### src/sv/kvt_pkg.sv
// shared types and constants of the keyed value table
`timescale 1ns / 1ps
`default_nettype none

package kvt_pkg;

    localparam int DATA_W          = 32;
    localparam int ACTION_W        = 2;
    localparam int ENTRIES_DEFAULT = 64;

    // action codes; the fourth code is unused and does nothing
    localparam logic [ACTION_W-1:0] ACT_SET   = 2'd0;
    localparam logic [ACTION_W-1:0] ACT_GET   = 2'd1;
    localparam logic [ACTION_W-1:0] ACT_CLEAR = 2'd2;

    typedef struct packed {
        logic [ACTION_W-1:0]      action;
        logic signed [DATA_W-1:0] key;
        logic signed [DATA_W-1:0] new_value;
        logic signed [DATA_W-1:0] fallback_value;
    } kvt_req_t;

    typedef struct packed {
        logic signed [DATA_W-1:0] read_value;
        logic                     found;
        logic                     table_full;
    } kvt_res_t;

endpackage

`default_nettype wire

### src/sv/keyed_value_table.sv
// top level of the keyed value table: memories, search sequencer, result register
`timescale 1ns / 1ps
`default_nettype none

// Keyed value table. Holds up to ENTRIES signed 32-bit key/value pairs in two
// single-port-write, registered-read memories (keys and values). A set request
// overwrites the value of a key already present or appends a new entry; a set
// of a new key into a full table is dropped and reports table_full. A get
// request returns the stored value with found, or its fallback_value on a miss.
// A clear request empties the table in one step (only the fill count resets).
// Every request gives exactly one result. Requests are handled one at a time:
// the key memory is scanned one entry per cycle over the filled entries.
// A request passes from idle through the scan (and, on a get hit, a value
// read) to the result state, which loads the output register; clear and the
// unused action go straight to the result state. The result sits in an
// output register, so a new request is taken while it waits; only the next
// result is held back until the taker drains the register.
module keyed_value_table #(
    parameter int ENTRIES = kvt_pkg::ENTRIES_DEFAULT
) (
    input  wire logic            aclk,
    input  wire logic            aresetn,
    input  wire logic            s_valid,
    output logic                 s_ready,
    input  wire kvt_pkg::kvt_req_t s_req,
    output logic                 m_valid,
    input  wire logic            m_ready,
    output kvt_pkg::kvt_res_t    m_res
);

    localparam int IDX_W = (ENTRIES > 1) ? $clog2(ENTRIES) : 1;
    localparam int CNT_W = $clog2(ENTRIES + 1);
    localparam logic [CNT_W-1:0] FULL_COUNT = CNT_W'(ENTRIES);

    typedef enum logic [1:0] {
        ST_IDLE,
        ST_SCAN,
        ST_VREAD,
        ST_RESULT
    } state_t;

    // storage
    logic [kvt_pkg::DATA_W-1:0] key_mem [ENTRIES];
    logic [kvt_pkg::DATA_W-1:0] val_mem [ENTRIES];

    logic [kvt_pkg::DATA_W-1:0] key_rdata_reg;
    logic [kvt_pkg::DATA_W-1:0] val_rdata_reg;

    // control and request registers
    state_t            state_reg, state_next;
    logic [CNT_W-1:0]  count_reg, count_next;
    logic [CNT_W-1:0]  scan_reg, scan_next;
    logic              cmp_valid_reg, cmp_valid_next;
    logic [IDX_W-1:0]  cmp_idx_reg, cmp_idx_next;
    kvt_pkg::kvt_req_t req_reg, req_next;
    kvt_pkg::kvt_res_t res_reg, res_next;
    logic              m_valid_reg, m_valid_next;
    kvt_pkg::kvt_res_t m_res_reg, m_res_next;

    // memory ports
    logic [IDX_W-1:0]           key_raddr;
    logic [IDX_W-1:0]           val_raddr;
    logic                       key_we, val_we;
    logic [IDX_W-1:0]           wr_addr;

    logic accept;
    logic key_hit;

    assign s_ready = (state_reg == ST_IDLE);
    assign accept  = s_valid && s_ready;
    assign m_valid = m_valid_reg;
    assign m_res   = m_res_reg;

    // compare the key read last cycle against the request key
    assign key_hit = cmp_valid_reg && (key_rdata_reg == req_reg.key);

    always_comb begin
        state_next     = state_reg;
        count_next     = count_reg;
        scan_next      = scan_reg;
        cmp_valid_next = 1'b0;
        cmp_idx_next   = cmp_idx_reg;
        req_next       = req_reg;
        res_next       = res_reg;
        m_valid_next   = m_valid_reg;
        m_res_next     = m_res_reg;
        key_raddr      = scan_reg[IDX_W-1:0];
        val_raddr      = cmp_idx_reg;
        key_we         = 1'b0;
        val_we         = 1'b0;
        wr_addr        = cmp_idx_reg;

        // the taker drains the output register
        if (m_valid_reg && m_ready) begin
            m_valid_next = 1'b0;
        end

        unique case (state_reg)
            ST_IDLE: begin
                if (accept) begin
                    req_next  = s_req;
                    scan_next = '0;
                    res_next  = '0;
                    unique case (s_req.action) inside
                        kvt_pkg::ACT_SET, kvt_pkg::ACT_GET: begin
                            state_next = ST_SCAN;
                        end
                        kvt_pkg::ACT_CLEAR: begin
                            count_next = '0;
                            state_next = ST_RESULT;
                        end
                        default: begin
                            state_next = ST_RESULT;
                        end
                    endcase
                end
            end

            ST_SCAN: begin
                if (key_hit) begin
                    res_next.found = 1'b1;
                    if (req_reg.action == kvt_pkg::ACT_GET) begin
                        // fetch the stored value at the matching slot
                        val_raddr  = cmp_idx_reg;
                        state_next = ST_VREAD;
                    end else begin
                        val_we     = 1'b1;
                        wr_addr    = cmp_idx_reg;
                        state_next = ST_RESULT;
                    end
                end else if (scan_reg < count_reg) begin
                    // issue the next key read; compared in the next cycle
                    key_raddr      = scan_reg[IDX_W-1:0];
                    cmp_valid_next = 1'b1;
                    cmp_idx_next   = scan_reg[IDX_W-1:0];
                    scan_next      = scan_reg + CNT_W'(1);
                end else begin
                    // miss over all filled entries
                    if (req_reg.action == kvt_pkg::ACT_GET) begin
                        res_next.read_value = req_reg.fallback_value;
                    end else if (count_reg < FULL_COUNT) begin
                        key_we     = 1'b1;
                        val_we     = 1'b1;
                        wr_addr    = count_reg[IDX_W-1:0];
                        count_next = count_reg + CNT_W'(1);
                    end else begin
                        res_next.table_full = 1'b1;
                    end
                    state_next = ST_RESULT;
                end
            end

            ST_VREAD: begin
                res_next.read_value = val_rdata_reg;
                state_next          = ST_RESULT;
            end

            ST_RESULT: begin
                if (!m_valid_reg || m_ready) begin
                    m_valid_next = 1'b1;
                    m_res_next   = res_reg;
                    state_next   = ST_IDLE;
                end
            end

            default: begin
                state_next = ST_IDLE;
            end
        endcase
    end

    // state and registered outputs
    always_ff @(posedge aclk) begin
        if (!aresetn) begin
            state_reg     <= ST_IDLE;
            count_reg     <= '0;
            scan_reg      <= '0;
            cmp_valid_reg <= 1'b0;
            m_valid_reg   <= 1'b0;
        end else begin
            state_reg     <= state_next;
            count_reg     <= count_next;
            scan_reg      <= scan_next;
            cmp_valid_reg <= cmp_valid_next;
            m_valid_reg   <= m_valid_next;
        end
    end

    // payload registers, no reset
    always_ff @(posedge aclk) begin
        cmp_idx_reg <= cmp_idx_next;
        req_reg     <= req_next;
        res_reg     <= res_next;
        m_res_reg   <= m_res_next;
    end

    // key memory: one write port, one registered read port
    always_ff @(posedge aclk) begin
        if (key_we) begin
            key_mem[wr_addr] <= req_reg.key;
        end
        key_rdata_reg <= key_mem[key_raddr];
    end

    // value memory: one write port, one registered read port
    always_ff @(posedge aclk) begin
        if (val_we) begin
            val_mem[wr_addr] <= req_reg.new_value;
        end
        val_rdata_reg <= val_mem[val_raddr];
    end

    // fill count stays within capacity
    a_count_bound: assert property (@(posedge aclk) disable iff (!aresetn)
        count_reg <= FULL_COUNT)
        else $error("entry count beyond capacity");

    // a clear empties the table on the next cycle
    a_clear_empties: assert property (@(posedge aclk) disable iff (!aresetn)
        (accept && s_req.action == kvt_pkg::ACT_CLEAR) |=> (count_reg == '0))
        else $error("clear did not empty the table");

    // a dropped set is only reported when the table is full
    a_full_only_when_full: assert property (@(posedge aclk) disable iff (!aresetn)
        (state_reg == ST_RESULT && res_reg.table_full) |-> (count_reg == FULL_COUNT))
        else $error("table_full with free entries");

    // a hit and a dropped set never come together
    a_hit_not_full: assert property (@(posedge aclk) disable iff (!aresetn)
        m_valid_reg |-> !(m_res_reg.found && m_res_reg.table_full))
        else $error("found and table_full both set");

    // a compare is only pending while scanning
    a_cmp_in_scan: assert property (@(posedge aclk) disable iff (!aresetn)
        cmp_valid_reg |-> (state_reg == ST_SCAN))
        else $error("key compare outside of scan");

endmodule

`default_nettype wire
### config.mk
export PLATFORM = sky130hd
export DESIGN_NAME = keyed_value_table
export DESIGN_NICKNAME = d
export VERILOG_FILES = /design/src/sv/kvt_pkg.sv /design/src/sv/keyed_value_table.sv
export SDC_FILE = /design/constraint.sdc
export NUM_CORES = 2
export LEC_CHECK = 0
export BUFFER_PORTS_ARGS = -buffer_cell sky130_fd_sc_hd__buf_2
export CORE_MARGIN = 10
export CORE_UTILIZATION = 59
export DETAILED_ROUTE_END_ITERATION = 10
export PLACE_DENSITY = 0.71
export SETUP_SLACK_MARGIN = 0.3
export SKIP_CTS_REPAIR_TIMING = 1
export SYNTH_ARGS = -nofsm -noshare
export SYNTH_HDL_FRONTEND = slang
export SYNTH_SLANG_ARGS = --single-unit
### constraint.sdc
create_clock -name aclk -period 6.9 [get_ports aclk]
set_input_delay 0.345 -clock aclk [delete_from_list [all_inputs] [get_ports aclk]]
set_output_delay 0.345 -clock aclk [all_outputs]
set_load 0.03 [all_outputs]
* Word-level counts from Yosys, hierarchy flattened
Memory sizes are Yosys's and may differ from the RTL's. A register that Yosys moved wholly into a read port is not among the register bits. Cells that the tools add are included.
Word-level totals: register bits 190, memory bits (writable) 4096, memories 2
Operators by class: $add $sub $neg 2, magnitude comparators 2, equal/unequal tests 19, multiplexer cells 50, bitwise gates (word level) 3, reductions and logical operators 20
Memory list:
- key_mem | words 64, width 32, read ports 1, clocked after memory_dff 1, write ports 1, RTL line keyed_value_table.sv:43 | logic [kvt_pkg::DATA_W-1:0] key_mem [ENTRIES];
- val_mem | words 64, width 32, read ports 1, clocked after memory_dff 1, write ports 1, RTL line keyed_value_table.sv:44 | logic [kvt_pkg::DATA_W-1:0] val_mem [ENTRIES];
Operators by type and width (count):
- 32-bit two-way mux | 3
- 32-bit one-hot mux with 3 select lines | 1
- 7-bit two-way mux | 9
- 34-bit two-way mux | 1
- 32-bit == test | 1
- 6-bit two-way mux | 5
- 7-bit one-hot mux with 2 select lines | 2
- 1-bit two-way mux | 22
- 2-bit inequality test (second input constant) | 9
- 7-bit by 1-bit adder with 7-bit output (second input constant) | 2
- 2-bit two-way mux | 5
- 3-bit AND reduction | 3
- 2-bit one-hot mux with 4 select lines | 1
- 7-bit < comparator | 1
- 7-bit < comparator (second input constant) | 1
- 7-bit AND reduction | 1
- 2-bit by 1-bit == test with 1-bit output (second input constant) | 3
- 2-bit == test (second input constant) | 3
- 6-bit AND reduction | 1
- 5-bit AND reduction | 1
- 2-bit zero test | 2
- 2-bit by 1-bit inequality test with 1-bit output (second input constant) | 2
- 2-bit one-hot mux with 2 select lines | 1
- 2-bit AND reduction | 2
- 10 further kinds | 14

* Depth between registers and ports, before layout
word-level depth 8, gate-level depth with buffers 12, mapped depth without buffers 9

* Worst setup path after synthesis
OpenSTA, ideal clock, no wires.
kind register to register, start point register req_reg[72] in the netlist's numbering, end point memory key_mem[51][0] in the netlist's numbering, enable pin, library setup time 502 ps, arrival 5654 ps, required time 6398 ps, setup slack 744 ps, stages on the path, launching flop included 9, buffers on the path 1, clock period less this slack 6156 ps, cell sequence edfxtp_1 > xnor2_1 > nand2_1 > a2111oi_1 > nand3_1 > clkbuf_1 > a211oi_1 > a41oi_2 > nor4_1
On the way: longest elaborated chain between the ends 6, elaborated cells between the ends (all ways) 8
RTL lines:
- from (decl) | RTL line keyed_value_table.sv:55 | kvt_pkg::kvt_req_t req_reg, req_next;
- from (signal assigned) | RTL line keyed_value_table.sv:192 | req_reg <= req_next;
- 32-bit == test (*) | RTL line keyed_value_table.sv:75 | assign key_hit = cmp_valid_reg && (key_rdata_reg == req_reg.key);
- 1-bit logical AND (*) | RTL line keyed_value_table.sv:75
- 1-bit two-way mux | RTL line keyed_value_table.sv:120 | if (key_hit) begin
- 1-bit two-way mux | RTL line keyed_value_table.sv:98 | unique case (state_reg)
- 1-bit two-way mux | RTL line keyed_value_table.sv:199 | if (key_we) begin
- 1-bit two-way mux (not written as such) | RTL line keyed_value_table.sv:200 | key_mem[wr_addr] <= req_reg.key;
- to (decl) | RTL line keyed_value_table.sv:43
Mark *: on every way between the ends. The rest lies on a longest branch, timed or not.

* Final worst setup path
start point register count_reg[2], end point memory key_mem[18][11] in the netlist's numbering, enable pin
On the way: longest elaborated chain between the ends 8, elaborated cells between the ends (all ways) 14
RTL lines:
- from (decl) | RTL line keyed_value_table.sv:51 | logic [CNT_W-1:0] count_reg, count_next;
- from (signal assigned) | RTL line keyed_value_table.sv:182 | count_reg <= count_next;
- 7-bit < comparator | RTL line keyed_value_table.sv:141 | end else if (count_reg < FULL_COUNT) begin
- 1-bit two-way mux | RTL line keyed_value_table.sv:141
- 1-bit two-way mux | RTL line keyed_value_table.sv:139 | if (req_reg.action == kvt_pkg::ACT_GET) begin
- 1-bit two-way mux | RTL line keyed_value_table.sv:131 | end else if (scan_reg < count_reg) begin
- 1-bit two-way mux | RTL line keyed_value_table.sv:120
- 1-bit two-way mux | RTL line keyed_value_table.sv:98
- 1-bit two-way mux | RTL line keyed_value_table.sv:199
- 1-bit two-way mux (not written as such) | RTL line keyed_value_table.sv:200
Parallel ways exist; a longest one is shown, timed or not.

==> flow_metrics.py <==
metrics = {
    "outcome": {
        "outcome": "finished, final reports clean",
    },
    "cts": {
        "cts_max_level": 5,
        "cts-root-buf": "clkbuf_16",
        "clk_latency_ns": 0.98,
        "cts.sinks": 4350,
        "cts_tree": "built",
        "path_clk_slew_ns": 0.07,
        "cts_inserted_buffers": 425,
        "cts_buffer_depth": 4,
    },
    "power": {
        "power_density_nw_per_um2": 321,
        "swShare_pct": 23.2,
        "p_leak_uw": 0.0569,
        "switchingPower_uw": 13900,
        "p_int_uw": 46000,
        "combPwrFrac_pct": 8.9,
        "vdd_ir_drop_max_mv": 0.272,
        "p_total_uw": 59900,
        "clockPowerShare_pct": 39.5,
        "p_seq_share_pct": 51.7,
    },
    "timing": {
        "fmax_mhz": 175,
        "skew_ns": 0.0544,
        "setup_viol": 0,
        "period_share_pct": 82.8,
        "slew_viol_final": 0,
        "hold_viol": 0,
        "period_minus_slack_ns": 5.71,
        "worst_pin_slew_ns": 1.28,
        "relSlewSlack_pct": 14.5,
        "fin_setup_tns_ns": 0,
        "rsz0062_at_grt": "false",
    },
    "global_routing": {
        "grt.total_usage_pct": 26.8,
        "grt_pass1_vias": 75700,
        "grt_max_degree": 134,
        "grt_pass1_wl_um": 578000,
        "overflow": 0,
        "antenna_found_initial": 29,
    },
    "synth": {
        "synth_nets": 6586,
        "synth-edff-count": 4268,
        "ys_seq_elements": 4350,
        "yosysMostFrequentCell": "edfxtp_1",
        "async_flop_share_pct": 0,
        "synth_top_cells_by_count": "4268 x edfxtp_1, 1344 x mux4_2, 187 x clkbuf_1, 127 x nor2_1, 82 x dfxtp_1",
        "avgSynthCellArea_sq_um": 25.4,
        "synth_top_area_cell": "edfxtp_1",
        "synth_top_area_share_pct": 78.1,
        "synth.yosys.warnings": 0,
        "synth_area_leaders": "edfxtp_1 78%, mux4_2 18%, dfxtp_1 1.0%",
        "ys_types": 56,
        "syn_area_sq_um": 164000,
        "seq_area_frac_synth_pct": 79.1,
        "yosys_most_used_dff": "edfxtp_1",
        "syn-instance-count": 6472,
    },
    "route": {
        "dr.pass1.iters": 5,
        "postRouteAntennaNets": 0,
        "routed_wl_um": 404000,
        "wl_per_cell_um": 36.3,
        "dr_total_vias": 74300,
        "drtIter0Drc": 9806,
        "viasPerCell": 6.68,
        "drc": 0,
    },
    "finish": {
        "post_route_cells_drive_above_1_share_pct": 33.9,
        "nFillCells": 16600,
        "multi_input_area_sq_um": 33900,
        "final_cells": 11100,
        "stdcell_area_sq_um": 186000,
        "final_core_util_pct": 67.3,
        "final-seq-area_sq_um": 130000,
        "layout.nets": 7142,
        "area_delta_synth_final_pct": 13.5,
    },
    "critical_path": {
        "arrival_ns": 6.27,
        "crit_chain": "inv_1 > ha_1 > a21o_1 > a31oi_1 > o21ai_1 > nor3b_2 > and2_0 > a41oi_4 > buf_4 > nor2_4",
        "path_max_fanout": 32,
        "critPathSlowestCell": "nor2_4",
        "crit_type": "register to register",
        "critPathMaxStageDelay_ns": 0.89,
        "startpoint_type": "register",
        "critPathRequiredTime_ns": 7.46,
        "crit_buf_inv": 2,
        "cp_top_family": "simple AND/OR/NAND/NOR gates",
        "endpoint_kind": "register",
    },
    "worst_hold_path": {
        "hp-class": "input pin to register",
    },
    "placement": {
        "dp.cells": 10200,
        "place_congestion": 0.859,
        "placed_area_sq_um": 171000,
        "port_buffers": 137,
        "dp_hpwl_um": 230000,
    },
    "floorplanning": {
        "initial_core_util_pct": 59.3,
        "die_w_um": 547,
        "dieArea_sq_um": 300000,
        "core_sq_um": 277000,
        "die_y_um": 547,
        "boundaryPins": 138,
        "num_rows": 193,
    },
    "flow_run": {
        "maxCapViolCount": 0,
    },
}
[power by group through the flow]
stage	clock [uW]	combinational (uW)	sequential [uW]
after floorplan	0	2110	32200
after global routing	24900	5560	31000
after CTS	23900	5290	30900
after detailed placement	0	5270	31500
after global placement	0	5110	31500
final	23600	5310	31000
[per-layer routing]
metal	track usage (%)	vias to the layer above	wire length (um)
li1	-	29300	-
met1	36.2	40100	144000
met2	44.9	4154	208000
met3	4.60	736	35800
met4	9.61	16	16600
met5	0	-	102
[through the flow]
stage,setup WS (ns),hold slack (ns)
after global placement,1.50,0.403
final,1.19,0.0748
after detailed placement,1.28,0.405
after CTS,1.26,-0.492
after global routing,0.834,0.0788
after floorplan,0.744,0.400
[final timing paths]
path	start	endpoint	slack, ns	cells after the start
worst max-delay path	count_reg[2]	key_mem[18][11]	1.19	10
worst min-delay path	s_valid	state_reg[0]	0.07	5
worst max register to register	count_reg[2]	key_mem[18][11]	1.19	10
worst min register to register	res_reg[6]	m_res[6]	0.42	0
[cell usage in the layout (no fill, tap or decap), drive strengths merged, types with 3 or more instances in the layout]
master,Yosys,final
nand3,12,12
buf,156,373
nand2b,6,6
a22oi,32,32
nor3,9,9
dlygate4sd3,0,100
a31oi,3,3
a211oi,4,4
nor2,127,127
or3,8,8
and3,7,7
edfxtp,4268,4268
nor3b,5,5
nor2b,36,36
a41oi,7,7
clkinvlp,0,18
a21oi,17,17
bufinv,0,57
and2,4,4
nand2,26,26
o32ai,3,3
diode,0,21
inv,16,26
nor4,12,12
nand4,10,10
mux2,4,4
clkinv,0,172
mux4,1344,1344
mux2i,4,4
ha,12,12
dfxtp,82,82
o21ai,14,14
xnor2,30,30
clkbuf,188,537
or2,4,4
[worst min-delay path, stage by stage]
cell and delay, ns:
buf_2 0.17, nor2b_1 0.20, a21oi_1 0.07, nand2_1 0.11, o32ai_1 0.08
[kinds of logic (layout without fill, tap and decap cells)]
group,after synthesis,in the layout,synth area share (%)
flops,4350,4350,79.1
compound gates,94,94,0.416
mux,1352,1352,18.5
simple gates,272,272,0.803
xor+xnor,32,32,0.171
buf+inv,360,1283,0.949
other cells,0,21,0
fa+ha+maj,12,12,0.0915
[cell type report]
cell class | instances | share of cell area, %
Sequential cell | 4350 | 69.7
Clock buffer | 537 | 6.07
Tap cell | 3705 | 2.49
Timing Repair Buffer | 473 | 1.94
Clock inverter | 257 | 1.60
Inverter | 16 | 0.0349
Multi-Input combinational cell | 1762 | 18.2
Antenna cell | 21 | 0.0282
Note: power is estimated with default switching activity, not from simulation.
